--- config.mk ---
export PLATFORM = sky130hd
export DESIGN_NAME = pdcch_search_space_candidates_top
export DESIGN_NICKNAME = d
export VERILOG_FILES = /design/src/rtl/core/pdcch_ss_pkg.sv /design/src/rtl/core/pdcch_search_space_candidates_top.sv /design/src/rtl/core/pdcch_ss_ctrl.sv /design/src/rtl/core/pdcch_ss_dp.sv
export SDC_FILE = /design/constraint.sdc
export NUM_CORES = 1
export LEC_CHECK = 0
export BUFFER_PORTS_ARGS = -buffer_cell sky130_fd_sc_hd__buf_2
export CAP_MARGIN = 20
export CORE_MARGIN = 2
export CORE_UTILIZATION = 64
export CTS_CLUSTER_SIZE = 40
export DETAILED_ROUTE_END_ITERATION = 10
export HOLD_SLACK_MARGIN = 0.03
export PLACE_DENSITY = 0.82
export SKIP_LAST_GASP = 1
export SYNTH_ARGS = -nofsm -noshare
export SYNTH_HDL_FRONTEND = slang
export SYNTH_SLANG_ARGS = --single-unit
--- constraint.sdc ---
create_clock -name clk_i -period 8.2 [get_ports clk_i]
set_clock_uncertainty 0.2 [all_clocks]
set_input_delay 0.82 -clock clk_i [delete_from_list [all_inputs] [get_ports clk_i]]
set_output_delay 0.82 -clock clk_i [all_outputs]
set_load 0.05 [all_outputs]
--- src/rtl/core/pdcch_ss_pkg.sv ---
// Shared constants, control types and candidate counting for the PDCCH search space generator.
`timescale 1ns / 1ps

package pdcch_ss_pkg;

  localparam int CCE_COUNT_MAX = 127;
  localparam int MAX_LIST_DEF  = 16;
  localparam int NCCE_W        = 7;
  localparam int SF_W          = 4;
  localparam int RNTI_W        = 16;
  localparam int FILT_W        = 3;
  localparam int CFG_W         = 5;
  localparam int CFG_RESET     = 16;
  localparam int Y_W           = 17;
  localparam int PROD_W        = 32;
  localparam int HALF_W        = 16;
  localparam int HASH_MULT     = 39827;
  localparam int HASH_MOD      = 65537;
  localparam int COMMON_SPAN   = 16;
  localparam int CNT_W         = 3;
  localparam int SUM_W         = 5;
  localparam int DIV_CNT_W     = 5;
  localparam int IDX_W         = 4;

  localparam logic [CNT_W-1:0] CANDS_PER_LEVEL [4] = '{3'd6, 3'd6, 3'd2, 3'd2};

  typedef struct packed {
    logic load;
    logic hash_mul;
    logic hash_red;
    logic lvl_next;
    logic div_load;
    logic div_step;
    logic cand_init;
    logic emit;
    logic mark;
  } pdcch_ss_cmd_t;

  typedef struct packed {
    logic is_common;
    logic hash_done;
    logic total_zero;
    logic lvl_empty;
    logic div_done;
    logic emit_last;
    logic lvl_last;
    logic out_free;
  } pdcch_ss_sts_t;

  // Number of distinct candidates that one aggregation level contributes.
  function automatic logic [CNT_W-1:0] level_count(input logic common,
                                                   input logic [NCCE_W-1:0] ncce,
                                                   input logic [FILT_W-1:0] filt,
                                                   input logic [1:0] lvl);
    logic [NCCE_W-1:0] span;
    logic [NCCE_W-1:0] n;
    logic              en;
    span = (ncce < NCCE_W'(COMMON_SPAN)) ? ncce : NCCE_W'(COMMON_SPAN);
    n    = ncce >> lvl;
    en   = (filt == '0) || (filt == ({1'b0, lvl} + 3'd1));
    if (common) begin
      level_count = (lvl >= 2'd2) ? CNT_W'(span >> lvl) : '0;
    end else if (!en) begin
      level_count = '0;
    end else if (n < NCCE_W'(CANDS_PER_LEVEL[lvl])) begin
      level_count = CNT_W'(n);
    end else begin
      level_count = CANDS_PER_LEVEL[lvl];
    end
  endfunction

endpackage

--- src/rtl/core/pdcch_search_space_candidates_top.sv ---
// Top level of the PDCCH search space candidate generator.
// Each input item is one request: search space type, CCE count, subframe, RNTI and a
// level filter. The block answers with one output item per decoding candidate, in
// order of aggregation level 1, 2, 4 and 8, numbered from zero, with last set on the
// final one. A request without any candidate yields one item with valid_res low.
// Both channels use valid and stall. The user must write the one configuration register
// (candidate limit) through cfg_we_i and cfg_wdata_i only while the block is idle;
// the block itself does not enforce this. One request is handled at a time. A
// UE-specific request spends a setup state, then the hash steps (one multiply and one
// fold per step, for each subframe from zero up to the given one), one check per
// aggregation level, and for each contributing level a run of the bit-serial remainder
// unit followed by one item per candidate. A common request takes the setup state, the
// level checks and one item per candidate. An empty list ends with the marker item.
// The next request is taken as soon as the last item of the previous one sits in the
// output register. A stalled receiver holds the output item and the block waits.
// Reset empties the output register, returns the sequencer to idle and sets the
// candidate limit to 16.
`timescale 1ns / 1ps

module pdcch_search_space_candidates_top import pdcch_ss_pkg::*; #(
  parameter int MAX_LIST = MAX_LIST_DEF
) (
  input  logic              clk_i,
  input  logic              rst_ni,
  input  logic              cfg_we_i,
  input  logic [CFG_W-1:0]  cfg_wdata_i,
  input  logic              in_valid_i,
  output logic              in_stall_o,
  input  logic              action_i,
  input  logic [NCCE_W-1:0] nof_cce_i,
  input  logic [SF_W-1:0]   subframe_i,
  input  logic [RNTI_W-1:0] rnti_i,
  input  logic [FILT_W-1:0] level_filter_i,
  output logic              out_valid_o,
  input  logic              out_stall_i,
  output logic              valid_res_o,
  output logic [1:0]        level_log2_o,
  output logic [NCCE_W-1:0] start_cce_o,
  output logic [IDX_W-1:0]  cand_index_o,
  output logic              last_o
);

  pdcch_ss_cmd_t cmd;
  pdcch_ss_sts_t sts;

  pdcch_ss_ctrl u_ctrl (
    .clk_i      (clk_i),
    .rst_ni     (rst_ni),
    .in_valid_i (in_valid_i),
    .in_stall_o (in_stall_o),
    .sts_i      (sts),
    .cmd_o      (cmd)
  );

  pdcch_ss_dp #(
    .MAX_LIST (MAX_LIST)
  ) u_dp (
    .clk_i          (clk_i),
    .rst_ni         (rst_ni),
    .cfg_we_i       (cfg_we_i),
    .cfg_wdata_i    (cfg_wdata_i),
    .action_i       (action_i),
    .nof_cce_i      (nof_cce_i),
    .subframe_i     (subframe_i),
    .rnti_i         (rnti_i),
    .level_filter_i (level_filter_i),
    .out_valid_o    (out_valid_o),
    .out_stall_i    (out_stall_i),
    .valid_res_o    (valid_res_o),
    .level_log2_o   (level_log2_o),
    .start_cce_o    (start_cce_o),
    .cand_index_o   (cand_index_o),
    .last_o         (last_o),
    .cmd_i          (cmd),
    .sts_o          (sts)
  );

endmodule

--- src/rtl/core/pdcch_ss_ctrl.sv ---
// Sequencing state machine of the PDCCH search space generator.
`timescale 1ns / 1ps

module pdcch_ss_ctrl import pdcch_ss_pkg::*; (
  input  logic          clk_i,
  input  logic          rst_ni,
  input  logic          in_valid_i,
  output logic          in_stall_o,
  input  pdcch_ss_sts_t sts_i,
  output pdcch_ss_cmd_t cmd_o
);

  typedef enum logic [7:0] {
    ST_IDLE     = 8'b0000_0001,
    ST_START    = 8'b0000_0010,
    ST_HASH_MUL = 8'b0000_0100,
    ST_HASH_RED = 8'b0000_1000,
    ST_LVL      = 8'b0001_0000,
    ST_DIV      = 8'b0010_0000,
    ST_EMIT     = 8'b0100_0000,
    ST_MARK     = 8'b1000_0000
  } state_e;

  state_e state_q, state_d;

  assign in_stall_o = (state_q != ST_IDLE);

  always_comb begin
    state_d = state_q;
    cmd_o   = '0;
    unique case (state_q)
      ST_IDLE: begin
        if (in_valid_i) begin
          cmd_o.load = 1'b1;
          state_d    = ST_START;
        end
      end
      ST_START: begin
        state_d = sts_i.is_common ? ST_LVL : ST_HASH_MUL;
      end
      ST_HASH_MUL: begin
        cmd_o.hash_mul = 1'b1;
        state_d        = ST_HASH_RED;
      end
      ST_HASH_RED: begin
        cmd_o.hash_red = 1'b1;
        state_d        = sts_i.hash_done ? ST_LVL : ST_HASH_MUL;
      end
      ST_LVL: begin
        if (sts_i.total_zero) begin
          state_d = ST_MARK;
        end else if (sts_i.lvl_empty) begin
          cmd_o.lvl_next = 1'b1;
        end else if (sts_i.is_common) begin
          cmd_o.cand_init = 1'b1;
          state_d         = ST_EMIT;
        end else begin
          cmd_o.div_load = 1'b1;
          state_d        = ST_DIV;
        end
      end
      ST_DIV: begin
        cmd_o.div_step = 1'b1;
        if (sts_i.div_done) begin
          state_d = ST_EMIT;
        end
      end
      ST_EMIT: begin
        if (sts_i.out_free) begin
          cmd_o.emit = 1'b1;
          if (sts_i.emit_last) begin
            state_d = ST_IDLE;
          end else if (sts_i.lvl_last) begin
            state_d = ST_LVL;
          end
        end
      end
      ST_MARK: begin
        if (sts_i.out_free) begin
          cmd_o.mark = 1'b1;
          state_d    = ST_IDLE;
        end
      end
      default: begin
        state_d = ST_IDLE;
      end
    endcase
  end

  always_ff @(posedge clk_i or negedge rst_ni) begin
    if (!rst_ni) begin
      state_q <= ST_IDLE;
    end else begin
      state_q <= state_d;
    end
  end

endmodule

--- src/rtl/core/pdcch_ss_dp.sv ---
// Datapath of the PDCCH search space generator: hash, remainder unit, counters, output register.
`timescale 1ns / 1ps

module pdcch_ss_dp import pdcch_ss_pkg::*; #(
  parameter int MAX_LIST = MAX_LIST_DEF
) (
  input  logic                clk_i,
  input  logic                rst_ni,
  input  logic                cfg_we_i,
  input  logic [CFG_W-1:0]    cfg_wdata_i,
  input  logic                action_i,
  input  logic [NCCE_W-1:0]   nof_cce_i,
  input  logic [SF_W-1:0]     subframe_i,
  input  logic [RNTI_W-1:0]   rnti_i,
  input  logic [FILT_W-1:0]   level_filter_i,
  output logic                out_valid_o,
  input  logic                out_stall_i,
  output logic                valid_res_o,
  output logic [1:0]          level_log2_o,
  output logic [NCCE_W-1:0]   start_cce_o,
  output logic [IDX_W-1:0]    cand_index_o,
  output logic                last_o,
  input  pdcch_ss_cmd_t       cmd_i,
  output pdcch_ss_sts_t       sts_o
);

  localparam int KW = $clog2(MAX_LIST + 1);

  logic [CFG_W-1:0]     max_cand_q;
  logic                 common_q;
  logic [NCCE_W-1:0]    ncce_q;
  logic [SF_W-1:0]      sf_q;
  logic [FILT_W-1:0]    filt_q;
  logic [KW-1:0]        limit_q;
  logic [Y_W-1:0]       y_q;
  logic [PROD_W-1:0]    prod_q;
  logic [SF_W-1:0]      step_q;
  logic [1:0]           lvl_q;
  logic [NCCE_W-1:0]    r_q;
  logic [CNT_W-1:0]     m_q;
  logic [KW-1:0]        k_q;
  logic [Y_W-1:0]       divq_q;
  logic [DIV_CNT_W-1:0] divcnt_q;
  logic                 out_valid_q;
  logic                 valid_res_q;
  logic [1:0]           level_log2_q;
  logic [NCCE_W-1:0]    start_cce_q;
  logic [IDX_W-1:0]     cand_index_q;
  logic                 last_q;

  logic [NCCE_W-1:0]    ncce_sat;
  logic [KW-1:0]        limit_sat;
  logic [Y_W-1:0]       y_red;
  logic [NCCE_W-1:0]    n_cur;
  logic [NCCE_W:0]      trial;
  logic [NCCE_W:0]      rem;
  logic [NCCE_W-1:0]    r_inc;
  logic [CNT_W-1:0]     lvl_cnt;
  logic [SUM_W-1:0]     sum;
  logic [KW-1:0]        total;
  logic                 out_free;

  assign ncce_sat  = (32'(nof_cce_i) > CCE_COUNT_MAX) ? NCCE_W'(CCE_COUNT_MAX) : nof_cce_i;
  assign limit_sat = (32'(max_cand_q) > MAX_LIST) ? KW'(MAX_LIST) : KW'(max_cand_q);

  // Fold of the product modulo 65537, using 65536 = -1.
  always_comb begin
    if (prod_q[HALF_W-1:0] >= prod_q[PROD_W-1:HALF_W]) begin
      y_red = Y_W'(prod_q[HALF_W-1:0] - prod_q[PROD_W-1:HALF_W]);
    end else begin
      y_red = Y_W'(18'(prod_q[HALF_W-1:0]) + 18'(HASH_MOD) - 18'(prod_q[PROD_W-1:HALF_W]));
    end
  end

  assign n_cur = ncce_q >> lvl_q;
  assign trial = {r_q, divq_q[Y_W-1]};
  assign rem   = (trial >= {1'b0, n_cur}) ? (trial - {1'b0, n_cur}) : trial;
  assign r_inc = ((r_q + 7'd1) == n_cur) ? '0 : (r_q + 7'd1);

  assign lvl_cnt = level_count(common_q, ncce_q, filt_q, lvl_q);

  always_comb begin
    sum = '0;
    for (int i = 0; i < 4; i++) begin
      sum = sum + SUM_W'(level_count(common_q, ncce_q, filt_q, 2'(i)));
    end
  end

  assign total    = (32'(sum) > 32'(limit_q)) ? limit_q : KW'(sum);
  assign out_free = !out_valid_q || !out_stall_i;

  assign sts_o.is_common  = common_q;
  assign sts_o.hash_done  = (step_q == sf_q);
  assign sts_o.total_zero = (total == '0);
  assign sts_o.lvl_empty  = (lvl_cnt == '0);
  assign sts_o.div_done   = (divcnt_q == DIV_CNT_W'(Y_W - 1));
  assign sts_o.emit_last  = (((KW + 1)'(k_q) + (KW + 1)'(1)) == (KW + 1)'(total));
  assign sts_o.lvl_last   = ((m_q + 3'd1) == lvl_cnt);
  assign sts_o.out_free   = out_free;

  always_ff @(posedge clk_i or negedge rst_ni) begin
    if (!rst_ni) begin
      max_cand_q <= CFG_W'(CFG_RESET);
    end else if (cfg_we_i) begin
      max_cand_q <= cfg_wdata_i;
    end
  end

  always_ff @(posedge clk_i) begin
    if (cmd_i.load) begin
      common_q <= action_i;
      ncce_q   <= ncce_sat;
      sf_q     <= subframe_i;
      filt_q   <= level_filter_i;
      limit_q  <= limit_sat;
      y_q      <= Y_W'(rnti_i);
      step_q   <= '0;
      lvl_q    <= '0;
      k_q      <= '0;
    end
    if (cmd_i.hash_mul) begin
      prod_q <= PROD_W'(32'(y_q) * 32'(HASH_MULT));
    end
    if (cmd_i.hash_red) begin
      y_q    <= y_red;
      step_q <= step_q + 4'd1;
    end
    if (cmd_i.lvl_next) begin
      lvl_q <= lvl_q + 2'd1;
    end
    if (cmd_i.div_load) begin
      divq_q   <= y_q;
      divcnt_q <= '0;
      r_q      <= '0;
      m_q      <= '0;
    end
    if (cmd_i.div_step) begin
      divq_q   <= {divq_q[Y_W-2:0], 1'b0};
      divcnt_q <= divcnt_q + 5'd1;
      r_q      <= rem[NCCE_W-1:0];
    end
    if (cmd_i.cand_init) begin
      r_q <= '0;
      m_q <= '0;
    end
    if (cmd_i.emit) begin
      k_q <= k_q + KW'(1);
      m_q <= m_q + 3'd1;
      r_q <= r_inc;
      if (sts_o.lvl_last) begin
        lvl_q <= lvl_q + 2'd1;
      end
    end
  end

  always_ff @(posedge clk_i or negedge rst_ni) begin
    if (!rst_ni) begin
      out_valid_q <= 1'b0;
    end else if (cmd_i.emit || cmd_i.mark) begin
      out_valid_q <= 1'b1;
    end else if (!out_stall_i) begin
      out_valid_q <= 1'b0;
    end
  end

  always_ff @(posedge clk_i) begin
    if (cmd_i.emit) begin
      valid_res_q  <= 1'b1;
      level_log2_q <= lvl_q;
      start_cce_q  <= r_q << lvl_q;
      cand_index_q <= IDX_W'(k_q);
      last_q       <= sts_o.emit_last;
    end else if (cmd_i.mark) begin
      valid_res_q  <= 1'b0;
      level_log2_q <= '0;
      start_cce_q  <= '0;
      cand_index_q <= '0;
      last_q       <= 1'b1;
    end
  end

  assign out_valid_o  = out_valid_q;
  assign valid_res_o  = valid_res_q;
  assign level_log2_o = level_log2_q;
  assign start_cce_o  = start_cce_q;
  assign cand_index_o = cand_index_q;
  assign last_o       = last_q;

endmodule
Word level (Yosys, flattened, before mapping)
Cells that the tools add are included.
{"block": "totals", "regBits": 141, "input_bits": 41, "out_inout_bits": 17, "elab_cells": 184}
{"block": "classes", "addsub": 15, "mul": 1, "n_lt_le_gt_ge": 12, "n_eq_ne": 26, "shifts": 3, "n_mux": 84, "bitwise_logic": 1, "reduce_logical": 19}
{"op": "$mux W17", "count": 5}
{"op": "$mux W7", "count": 10}
{"op": "$mux W8", "count": 8}
{"op": "$pmux W8 S8", "count": 1}
{"op": "$mux W3", "count": 21}
{"op": "$mux W5", "count": 7}
{"op": "$mul A17 B16 Y32 const B", "count": 1}
{"op": "$mux W1", "count": 19}
{"op": "$add A16 B17 Y17 const B", "count": 1}
{"op": "$sub A16 B16 Y17", "count": 1}
{"op": "$sub A17 B16 Y17", "count": 1}
{"op": "$ge A16 B16 Y1", "count": 1}
{"op": "$mux W2", "count": 8}
{"op": "$mux W4", "count": 4}
{"op": "$add A5 B1 Y5 const B", "count": 2}
{"op": "$add A5 B3 Y5", "count": 2}
{"op": "$eq A8 B1 Y1 const B", "count": 1}
{"op": "$eq A8 B2 Y1 const B", "count": 1}
{"op": "$eq A8 B3 Y1 const B", "count": 1}
{"op": "$eq A8 B4 Y1 const B", "count": 1}
{"op": "$eq A8 B5 Y1 const B", "count": 1}
{"op": "$eq A8 B6 Y1 const B", "count": 1}
{"op": "$eq A8 B7 Y1 const B", "count": 1}
{"op": "$eq A8 B8 Y1 const B", "count": 1}
{"op": "44 further kinds", "count": 61}

Logic depth before layout (Yosys ltp)
Gate-level depths: netlist (run 1).
{"block": "logic_depth", "depth_word": 16, "ltp_mapped": 23, "depth_no_buf": 21}

Modules after synthesis
Synthesis (run 1) repeated with hierarchy kept, for this count alone.
{"block": "unflattened", "cells_unflattened": 1429, "hier_area_um2": 14446.4}
{"module": "pdcch_ss_dp", "instances": 1, "cells_each": 1369, "area_each_um2": 13883.3}
{"module": "pdcch_ss_ctrl", "instances": 1, "cells_each": 60, "area_each_um2": 563.0}

Worst setup path after synthesis (run 1)
Ideal clock, no wire load.
{"block": "synth_timing", "path_kind": "reg-to-reg", "from": "reg u_dp.y_q[7]", "to": "reg u_dp.prod_q[27], data pin", "setup_ns": 0.272, "t_arrival_ns": 5.572, "required_time_ns": 7.728, "path_slack_ns": 2.156, "stages_incl_launch_ff": 18, "path_buffers": 0, "synth_period_minus_slack_ns": 6.044, "cell_sequence": "edfxtp_1 > fa_1 > fa_1 > inv_1 > fa_1 > inv_1 > fa_1 > fa_1 > fa_1 > ha_1 > a21oi_1 > nand2_1 > a211oi_1 > nand3_2 > a41o_1 > a31oi_2 > nor3_1 > or4b_1"}
{"block": "synth_via", "elab_chain_len": 1}
{"element": "from (decl)", "line_no": "pdcch_ss_dp.sv:35", "text": "logic [Y_W-1:0] y_q;"}
{"element": "from (signal assigned)", "line_no": "pdcch_ss_dp.sv:116", "text": "y_q <= Y_W'(rnti_i);"}
{"element": "from (signal assigned)", "line_no": "pdcch_ss_dp.sv:125", "text": "y_q <= y_red;"}
{"element": "$mul A17 B16 Y32", "line_no": "pdcch_ss_dp.sv:122", "text": "prod_q <= PROD_W'(32'(y_q) * 32'(HASH_MULT));"}
{"element": "to (signal assigned)", "line_no": "pdcch_ss_dp.sv:122"}
{"element": "to (decl)", "line_no": "pdcch_ss_dp.sv:36", "text": "logic [PROD_W-1:0] prod_q;"}
Every way passes these cells.
A chain may end at the register's enable or synchronous reset.

Worst setup path in the final report (run 1)
{"block": "layout_timing", "from": "reg u_dp.common_q", "to": "reg u_dp.divq_q[3], enable pin"}
{"block": "layout_via", "elab_chain_len": 10, "elab_cells_between_ends": 17}
{"element": "from (decl)", "line_no": "pdcch_ss_dp.sv:30", "text": "logic common_q;"}
{"element": "from (signal assigned)", "line_no": "pdcch_ss_dp.sv:111", "text": "common_q <= action_i;"}
{"element": "$mux W3", "line_no": "pdcch_ss_pkg.sv:61", "text": "if (common) begin"}
{"element": "$add A3 B3 Y4", "line_no": "pdcch_ss_dp.sv:85", "text": "sum = sum + SUM_W'(level_count(common_q, ncce_q, filt_q, 2'(i)));"}
{"element": "$add A5 B3 Y5 (2 in a row)", "line_no": "pdcch_ss_dp.sv:85"}
{"element": "$gt A5 B5 Y1", "line_no": "pdcch_ss_dp.sv:89", "text": "assign total = (32'(sum) > 32'(limit_q)) ? limit_q : KW'(sum);"}
{"element": "$mux W5", "line_no": "pdcch_ss_dp.sv:89"}
{"element": "$logic_not A5 Y1", "line_no": "pdcch_ss_dp.sv:94", "text": "assign sts_o.total_zero = (total == '0);"}
{"element": "$mux W2 *", "line_no": "pdcch_ss_ctrl.sv:50", "text": "if (sts_i.total_zero) begin"}
{"element": "$mux W2 *", "line_no": "pdcch_ss_ctrl.sv:31", "text": "unique case (state_q)"}
{"element": "$reduce_bool A2 Y1 (no line) *"}
{"element": "to (signal assigned)", "line_no": "pdcch_ss_dp.sv:132", "text": "divq_q <= y_q;"}
{"element": "to (signal assigned)", "line_no": "pdcch_ss_dp.sv:138", "text": "divq_q <= {divq_q[Y_W-2:0], 1'b0};"}
{"element": "to (decl)", "line_no": "pdcch_ss_dp.sv:42", "text": "logic [Y_W-1:0] divq_q;"}
Mark *: on every way between the ends. The rest lies on a longest branch, timed or not.

==> key figures, run 1 <==
Outcome
  • Status: finished, final reports clean

Yosys
  • Area leader, netlist: edfxtp_1
  • Syn nets: about 1700
  • EDFF count, synth: around 120
  • #FFs+latches synth: approximately 140
  • Leading post-synthesis cells by cell area: edfxtp_1, ha_1, fa_1, inv_1, xnor2_1
  • Synth warn: 0
  • Gate Count Post-Synth: 1330
  • Syn Area/Cell: about 11 sq um
  • Commonest cells post-synth: ha_1, inv_1, edfxtp_1
  • Mapped cell area: approximately 14000 sq um
  • Count leader, synth: ha_1
  • Post-synth cell types: 81
  • Area share of the largest cell type after synthesis: 0.262
  • Ys flop type: edfxtp_1
  • Asr flop ratio synth: 0.0993
  • Sequential share of the synthesized area: 0.292

Clock network
  • H-tree Lvls: 4
  • Post-CTS Setup Inserts: 0
  • CTS Buffer Depth: 2
  • Clock sinks: 141
  • Clk_lat worst skew: approximately 0.44 ns
  • Root Driver: clkbuf_16
  • CTS clk-pin slew, worst paths: roughly 0.07 ns
  • Hold buffers post-CTS: 0
  • TritonCTS clock tree: built
  • CTS resizes: 0
  • CTS Buf Count: 17

Job
  • Max Cap Viol: 0

Critical path
  • Worst R2R Start: u_dp.common_q$_DFFE_PP_
  • Reg2Reg Setup Slack: roughly 1.6 ns
  • Startpoint Class: register
  • FF-to-FF End: u_dp.divq_q[3]$_DFFE_PP_
  • Worst Path Required: 8.06 ns
  • CP arrival: around 6.5 ns
  • R2R depth: 20
  • Kind of critical path: reg2reg
  • CP endpoint kind: register
  • Worst Path Max Fanout: 21

Route
  • Wire length per cell: 19.1 um
  • Initial DRC count: approximately 590
  • DRC: 0
  • Post-DRT Antenna Nets: 0
  • Vias per inst: around 6.1
  • Via Count: 10162
  • 1st-pass router iterations: 5
  • WL final: roughly 32000 um

Layout
  • Inserted Diodes: 0
  • Final net count: around 1700
  • Fin cells: approximately 1700
  • Share of post-route cells with drive strength above 1: 0.0976
  • Area growth, synth to finish: 7.90%

Floorplan
  • DIE WIDTH: between 150 and 200 um
  • Core Area: 21800 sq um
  • Die Y: around 150 um
  • # rows: 54
  • I/O Pins: a little under 60
  • Die area: 23300 sq um
  • Initial Util: 0.649

STA
  • Final period util: 0.808
  • Final slew viol count: 0
  • Final hold vios: 0
  • # setup viols final: 0
  • Minimum clock period: between 6 and 7 ns
  • F_max: approximately 150 MHz
  • RSZ-0062 raised after global routing: no
  • Slew @ Worst Pin: 1.14 ns
  • Setup TNS: 0 ns
  • Slew headroom: 0.235
  • Worst hold margin: roughly 0.08 ns

Global route
  • Grt total ovfl: 0
  • GRT Overall Usage: 0.288
  • Vias in the first global route: about 11000
  • First-pass GRT wire length: approximately 53000 um
  • Pin count of the biggest net entering global routing: 36
  • Initial antenna violation count: 0

Placement
  • Post-DP HPWL: ~24000 um
  • RD Place Congestion: 0.919
  • IO Port Bufs: between 50 and 60
  • Number of instances in the placed design: about 1600

Min path
  • HP Class: in2async
==> routing by layer <==
metal,vias up,global-route usage,routed length [um]
li1,4744,-,-
met1,5001,0.367,13200
met2,341,0.500,16200
met3,76,0.0449,1600
met4,0,0.108,984
met5,-,0,0
==> worst max-delay path by stage <==
stage                            start                             end  cells past startpoint
2_1_floorplan    u_dp.y_q[7]$_DFFE_PP_       u_dp.prod_q[27]$_DFFE_PP_                     17
3_3_place_gp   u_dp.common_q$_DFFE_PP_  u_dp.divcnt_q[0]$_SDFFCE_PN0P_                     20
3_5_place_dp   u_dp.common_q$_DFFE_PP_  u_dp.divcnt_q[0]$_SDFFCE_PN0P_                     20
4_1_cts        u_dp.common_q$_DFFE_PP_        u_dp.divq_q[5]$_DFFE_PP_                     20
5_1_grt        u_dp.common_q$_DFFE_PP_        u_dp.divq_q[5]$_DFFE_PP_                     20
6_report       u_dp.common_q$_DFFE_PP_        u_dp.divq_q[3]$_DFFE_PP_                     20
==> sequential cells by signal (all words and copies together), names as in the netlist, 4 cells and up <==
register,cells
u_dp.ncce_q,7
u_dp.step_q,4
u_dp.r_q,7
u_dp.divcnt_q,5
u_dp.y_q,17
u_ctrl.state_q,8
u_dp.limit_q,5
u_dp.sf_q,4
u_dp.start_cce_o,7
u_dp.prod_q,32
u_dp.divq_q,17
u_dp.max_cand_q,5
u_dp.cand_index_o,4
u_dp.k_q,5
==> cell usage in the layout, fill, tap and decap left out, types with 16 or more instances in the layout <==
cell type	n
a21oi_1	43
a22o_1	16
and3_1	21
buf_2	57
clkbuf_16	17
edfxtp_1	123
fa_1	112
ha_1	198
inv_1	184
mux2i_1	30
nand2_1	73
nand3_1	22
nor2_1	61
nor2b_1	21
nor3_1	16
o21ai_0	42
xnor2_1	57
xor2_1	41
==> per-stage QoR <==
| stage | utilization | area, sq um | worst slack [ns] |
|---|---|---|---|
| 2_1_floorplan | - | 14100 | 2.16 |
| 3_3_place_gp | 0.674 | 14700 | 1.81 |
| 3_5_place_dp | 0.674 | 14700 | 1.65 |
| 4_1_cts | 0.700 | 15200 | 1.61 |
| 5_1_grt | 0.700 | 15200 | 1.15 |
| 6_report | 0.700 | 15200 | 1.57 |
==> cells by family (layout without fill, tap and decap cells) <==
group / after synthesis / count (layout) / share of synthesized area
other: 1 / 1 / 0.000266
flip-flops: 141 / 141 / 0.292
AO/OA/AOI/OAI: 220 / 220 / 0.105
buffers and inverters: 215 / 279 / 0.0580
XOR/XNOR: 98 / 98 / 0.0608
multiplexers: 50 / 50 / 0.0400
AND/OR/NAND/NOR: 295 / 295 / 0.109
adder cells (fa/ha/maj): 310 / 310 / 0.334
==> worst max-delay path: stages (launching register included) <==
cell and delay (ns):
edfxtp_1 0.64, nor3_1 0.38, nand3_1 0.12, nor2_1 0.11, ha_1 0.19, inv_1 0.06, fa_1 0.48, inv_1 0.05
fa_1 0.47, ha_1 0.24, fa_1 0.38, xor2_1 0.24, ha_1 0.28, a21o_1 0.18, a21oi_1 0.26, a21oi_1 0.17
or2_1 0.30, a21oi_2 0.29, nor3b_4 0.23, buf_4 0.25, or2_1 0.73
==> final cells by class <==
type | instances | area [sq um]
Inverter | 184 | 691
Clock inverter | 15 | 129
Multi-Input combinational cell | 974 | 9180
Sequential cell | 141 | 4130
Timing Repair Buffer | 63 | 334
Clock buffer | 17 | 425
Tap cell | 280 | 350
Fill cell | 1582 | 6520
Power of run 1 is not shown: default switching activity piles up to over one toggle a cycle in this logic, so the estimate is an artifact.
==> run 2: changes to the inputs <==
==> constraint.sdc (replaced) <==
create_clock -name clk_i -period 6.7 [get_ports clk_i]
set_clock_uncertainty 0.2 [all_clocks]
set_input_delay 0.67 -clock clk_i [delete_from_list [all_inputs] [get_ports clk_i]]
set_output_delay 0.67 -clock clk_i [all_outputs]
set_load 0.05 [all_outputs]
==> key figures, run 2 (synthesized netlist as in run 1, its figures left out) <==
Route
  • WL final: 32500 um (was 31900 um)
  • Vias per inst: 6.07 (about the same)
  • Wire length per cell: 19.3 um (was 19.1 um)
  • Post-DRT Antenna Nets: 0 (unchanged)
  • 1st-pass router iterations: 5 (unchanged)
  • DRC: 0 (unchanged)
  • Initial DRC count: 654 (was 593)
  • Via Count: 10236 (was 10162)

Layout
  • Commonest non-fill, non-tap cell in the layout: ha_1 (unchanged)
  • Largest register FFs: 32 (unchanged)
  • Largest Register: u_dp.prod_q (unchanged)
  • Area growth, synth to finish: 8.83% (was 7.90%)
  • Final net count: 1745 (was 1732)
  • Top flop regs: u_dp.prod_q: 32 flops, u_dp.divq_q: 17 flops, u_dp.y_q: 17 flops (unchanged)
  • Commonest cells after routing, fill and taps aside: ha_1, inv_1, edfxtp_1 (unchanged)
  • Fill cells: 1524 (was 1582)
  • Inserted Diodes: 0 (unchanged)
  • Share of post-route cells with drive strength above 1: 0.104 (was 0.0976)

Critical path
  • Startpoint Class: register (unchanged)
  • Reg2Reg Setup Slack: 0.30 ns (was 1.57 ns)
  • Worst setup endpoint: u_dp.prod_q[27]$_DFFE_PP_ (was u_dp.divq_q[3]$_DFFE_PP_)
  • Kind of critical path: reg2reg (unchanged)
  • Worst Path Required: 6.67 ns (was 8.06 ns)
  • CP endpoint kind: register (unchanged)
  • Worst Path Max Fanout: 10 (was 21)
  • Crit path launch: u_dp.y_q[6]$_DFFE_PP_ (was u_dp.common_q$_DFFE_PP_)
  • FF-to-FF End: u_dp.prod_q[27]$_DFFE_PP_ (was u_dp.divq_q[3]$_DFFE_PP_)
  • R2R depth: 17 (was 20)
  • CP arrival: 6.37 ns (was 6.49 ns)
  • Worst R2R Start: u_dp.y_q[6]$_DFFE_PP_ (was u_dp.common_q$_DFFE_PP_)

Clock network
  • Clk_lat worst skew: 0.44 ns (about the same)
  • TritonCTS clock tree: built (unchanged)
  • Root Driver: clkbuf_16 (unchanged)
  • CTS Buffer Depth: 2 (unchanged)
  • Post-CTS Setup Inserts: 0 (unchanged)
  • CTS Buf Count: 17 (unchanged)
  • CTS clk-pin slew, worst paths: 0.07 ns (about the same)
  • Clock sinks: 141 (unchanged)
  • H-tree Lvls: 4 (unchanged)

Global route
  • Grt total ovfl: 0 (unchanged)
  • GRT Overall Usage: 0.294 (was 0.288)
  • Initial antenna violation count: 0 (unchanged)
  • Pin count of the biggest net entering global routing: 37 (was 36)
  • Vias in the first global route: 10607 (was 10586)
  • First-pass GRT wire length: 54100 um (was 53300 um)

STA
  • Final slew viol count: 0 (unchanged)
  • Final hold vios: 0 (unchanged)
  • Final period util: 0.956 (was 0.808)
  • Slew headroom: 0.318 (was 0.235)
  • # setup viols final: 0 (unchanged)
  • Setup TNS: 0 ns (unchanged)
  • F_max: 156 MHz (was 151 MHz)
  • RSZ-0062 raised after global routing: no (unchanged)
  • Slew @ Worst Pin: 1.02 ns (was 1.14 ns)
  • Minimum clock period: 6.40 ns (was 6.63 ns)

Outcome
  • Status: finished, final reports clean (unchanged)

Floorplan
  • Core Area: 21800 sq um (unchanged)
  • Die Y: 153 um (unchanged)
  • I/O Pins: 58 (unchanged)
  • # rows: 54 (unchanged)
  • DIE WIDTH: 153 um (unchanged)
  • Die area: 23300 sq um (unchanged)
  • Initial Util: 0.649 (unchanged)

Placement
  • Post-DP HPWL: 25400 um (was 24400 um)
  • IO Port Bufs: 57 (unchanged)
  • RD Place Congestion: 1.00 (was 0.919)

Min path
  • HP Class: in2reg (was in2async)

Job
  • Max Cap Viol: 0 (unchanged)
## run 2: worst min path at each step
stage / endpoint / slack (ns) / from / depth (start not counted)
after floorplan: u_ctrl.state_q[1]$_DFFE_PN0P_ / 0.17 / rst_ni / 0
after global placement: u_dp.valid_res_o$_SDFFE_PP1P_ / 0.26 / u_dp.valid_res_o$_SDFFE_PP1P_ / 2
after detailed placement: u_dp.valid_res_o$_SDFFE_PP1P_ / 0.26 / u_dp.valid_res_o$_SDFFE_PP1P_ / 2
after CTS: u_dp.sf_q[0]$_DFFE_PP_ / 0.20 / subframe_i[0] / 1
after global routing: u_dp.ncce_q[1]$_DFFE_PP_ / 0.20 / nof_cce_i[1] / 1
final: u_dp.ncce_q[3]$_DFFE_PP_ / 0.21 / nof_cce_i[3] / 1
## run 2: worst max-delay path, cell delays in order, from the launching register on
cell,delay (ns)
edfxtp_1,0.61
fa_1,0.51
fa_1,0.50
inv_1,0.06
fa_1,0.49
inv_1,0.06
fa_1,0.52
fa_1,0.54
fa_1,0.50
ha_1,0.37
a21oi_1,0.19
nand2_1,0.08
a211oi_1,0.27
nand3_2,0.14
a41o_1,0.29
a31oi_2,0.24
nor3_1,0.07
or4b_1,0.52
## run 2: metal layers
layer,global-route usage,up-vias,wire length [um]
met5,0,-,0
met4,0.130,0,1400
met3,0.0492,79,1860
met2,0.500,370,16300
met1,0.374,5021,12900
li1,-,4766,-
## run 2: repair_timing
| action | in CTS | in global routing |
|---|---|---|
| hold endpoints to repair | 12 | 0 |
| hold buffers | 1 | 0 |
| gates resized for setup | 0 | 0 |
## run 2: cell type report
class	instances	area, sq um	share of cell area
multi-input cells	974	9180	0.597
flip-flops and latches	141	4130	0.269
inverters	184	691	0.0449
repair buffers	76	450	0.0293
clock buffers	18	429	0.0279
well taps	280	350	0.0228
clock inverters	13	140	0.00912
## run 2: per-stage QoR
step	instances	instance area, sq um	util	worst slack (ns)	hold WS, ns
after global placement	1652	14800	0.678	0.497	0.260
after CTS	1684	15300	0.705	0.332	0.195
after floorplan	1330	14100	-	0.656	0.174
final	1686	15400	0.706	0.297	0.208
after detailed placement	1652	14800	0.678	0.347	0.260
after global routing	1686	15400	0.706	0.00306	0.198
Power of run 2 is left out for the same reason.
==> run 3: changes to the inputs <==
--- a/config.mk
+++ b/config.mk
@@ -13,6 +13,7 @@
 export DETAILED_ROUTE_END_ITERATION = 10
 export HOLD_SLACK_MARGIN = 0.03
 export PLACE_DENSITY = 0.82
+export SETUP_SLACK_MARGIN = 0.4
 export SKIP_LAST_GASP = 1
 export SYNTH_ARGS = -nofsm -noshare
 export SYNTH_HDL_FRONTEND = slang
==> key figures, run 3 (synthesized netlist as in run 1, its figures left out) <==
Critical path
  • FF-to-FF End: u_dp.prod_q[27]$_DFFE_PP_ (unchanged)
  • CP endpoint kind: register (unchanged)
  • Startpoint Class: register (unchanged)
  • Kind of critical path: reg2reg (unchanged)
  • R2R depth: 15 (was 17)
  • CP max-delay cell: fa_1 (was edfxtp_1)
  • Crit path launch: u_dp.y_q[4]$_DFFE_PP_ (was u_dp.y_q[6]$_DFFE_PP_)
  • Worst Path Required: 6.66 ns (was 6.67 ns)
  • Reg2Reg Setup Slack: 0.45 ns (was 0.30 ns)
  • Most frequent CP cell: fa_1 (unchanged)
  • Worst setup endpoint: u_dp.prod_q[27]$_DFFE_PP_ (unchanged)
  • Worst Path Max Fanout: 8 (was 10)
  • CP arrival: 6.21 ns (was 6.37 ns)
  • Worst R2R Start: u_dp.y_q[4]$_DFFE_PP_ (was u_dp.y_q[6]$_DFFE_PP_)
  • Cell breakdown of the critical path: fa_1 -> fa_1 -> fa_1 -> fa_1 -> fa_1 -> fa_1 -> ha_1 -> a21oi_1 -> nand2_1 -> a211oi_2 -> nand3_2 -> a41o_1 -> a31oi_4 -> nor3_1 -> or4b_1 (was fa_1 -> fa_1 -> inv_1 -> fa_1 -> inv_1 -> fa_1 -> fa_1 -> fa_1 -> ha_1 -> a21oi_1 -> nand2_1 -> a211oi_1 -> nand3_2 -> a41o_1 -> a31oi_2 -> nor3_1 -> or4b_1)
  • Peak per-stage delay on the critical path: 0.57 ns (was 0.61 ns)

Route
  • Initial DRC count: 704 (was 654)
  • WL final: 33200 um (was 32500 um)
  • Wire length per cell: 19.4 um (was 19.3 um)
  • Post-DRT Antenna Nets: 0 (unchanged)
  • DRC: 0 (unchanged)
  • 1st-pass router iterations: 5 (unchanged)
  • Via Count: 10316 (was 10236)
  • Vias per inst: 6.04 (was 6.07)

Global route
  • First-pass GRT wire length: 54400 um (was 54100 um)
  • Grt total ovfl: 0 (unchanged)
  • Pin count of the biggest net entering global routing: 37 (unchanged)
  • Initial antenna violation count: 0 (unchanged)
  • Vias in the first global route: 10636 (was 10607)
  • GRT Overall Usage: 0.296 (was 0.294)

Clock network
  • CTS Buffer Depth: 2 (unchanged)
  • Root Driver: clkbuf_16 (unchanged)
  • CTS Buf Count: 17 (unchanged)
  • Clock sinks: 141 (unchanged)
  • TritonCTS clock tree: built (unchanged)
  • Clk_lat worst skew: 0.43 ns (was 0.44 ns)
  • H-tree Lvls: 4 (unchanged)
  • CTS clk-pin slew, worst paths: 0.06 ns (was 0.07 ns)

Floorplan
  • DIE WIDTH: 153 um (unchanged)
  • Core Area: 21800 sq um (unchanged)
  • Die area: 23300 sq um (unchanged)
  • Initial Util: 0.649 (unchanged)
  • I/O Pins: 58 (unchanged)
  • # rows: 54 (unchanged)
  • Die Y: 153 um (unchanged)

STA
  • Worst hold margin: 0.212 ns (was 0.208 ns)
  • Minimum clock period: 6.25 ns (was 6.40 ns)
  • Setup TNS: 0 ns (unchanged)
  • F_max: 160 MHz (was 156 MHz)
  • # setup viols final: 0 (unchanged)
  • Final slew viol count: 0 (unchanged)
  • Final period util: 0.933 (was 0.956)
  • RSZ-0062 raised after global routing: yes (was no)
  • Slew headroom: 0.312 (was 0.318)
  • Final hold vios: 0 (unchanged)
  • Slew @ Worst Pin: 1.03 ns (was 1.02 ns)

Layout
  • Commonest cells after routing, fill and taps aside: ha_1, inv_1, edfxtp_1 (unchanged)
  • Commonest non-fill, non-tap cell in the layout: ha_1 (unchanged)
  • Top flop regs: u_dp.prod_q: 32 flops, u_dp.divq_q: 17 flops, u_dp.y_q: 17 flops (unchanged)
  • Share of post-route cells with drive strength above 1: 0.123 (was 0.104)
  • Inserted Diodes: 0 (unchanged)
  • Area growth, synth to finish: 10.4% (was 8.83%)
  • Largest Register: u_dp.prod_q (unchanged)
  • Util after Layout: 0.717 (was 0.706)
  • Final net count: 1766 (was 1745)
  • Largest register FFs: 32 (unchanged)

Min path
  • HP Class: in2reg (unchanged)
  • Hold path startpoint: subframe_i[0] (was nof_cce_i[3])

Outcome
  • Status: finished, final reports clean (unchanged)

Job
  • Max Cap Viol: 0 (unchanged)

Placement
  • IO Port Bufs: 57 (unchanged)
  • Post-DP HPWL: 25400 um (unchanged)
  • RD Place Congestion: 1.00 (unchanged)
run 3: cell types whose count changed in the layout (fill, tap and decap cells not counted), sizes merged:
cell / delta
buf: +21
run 3: what timing repair did:
action	CTS	global route
cloned	0	0
hold buffers	1	0
hold endpoints to repair	12	0
setup endpoints to repair	1	31
pin swaps	0	2
setup buffers	3	18
gates resized for setup	1	12
run 3: stage by stage:
stage	setup slack [ns]	cell area, sq um	instances
3_3_place_gp	0.497	14800	1652
6_report	0.452	15600	1707
4_1_cts	0.415	15400	1687
3_5_place_dp	0.347	14800	1652
5_1_grt	0.270	15600	1707
2_1_floorplan	0.656	14100	1330
run 3: worst min-delay path by stage:
stage	endpoint	slack (ns)	cells after the start
floorplan	u_ctrl.state_q[1]$_DFFE_PN0P_	0.17	0
detailed placement	u_dp.valid_res_o$_SDFFE_PP1P_	0.26	2
CTS	u_dp.sf_q[0]$_DFFE_PP_	0.20	1
finish	u_dp.sf_q[0]$_DFFE_PP_	0.21	1
global placement	u_dp.valid_res_o$_SDFFE_PP1P_	0.26	2
global route	u_dp.ncce_q[1]$_DFFE_PP_	0.20	1
run 3: final cells by class:
cell class	instances	area [sq um]
well taps	280	350
clock inverters	13	140
repair buffers	97	612
flip-flops and latches	141	4130
clock buffers	18	429
fillers	1482	6160
multi-input cells	974	9250
inverters	184	691
run 3: worst max-delay path: cells and delay by family, from the launching register on:
family,cells,cell delay [ns]
AOI/OAI and AO/OA,4,0.95
and+or+nand+nor,4,0.84
adders and majority gates,7,3.41
DFF,1,0.56
run 3: routing by layer:
layer | up-vias | track usage | part of all wire
li1 | 4806 | - | -
met1 | 5039 | 0.375 | 0.39
met2 | 382 | 0.503 | 0.51
met3 | 89 | 0.0501 | 0.063
met4 | 0 | 0.133 | 0.043
met5 | - | 0 | 0
Power of run 3 is left out for the same reason.
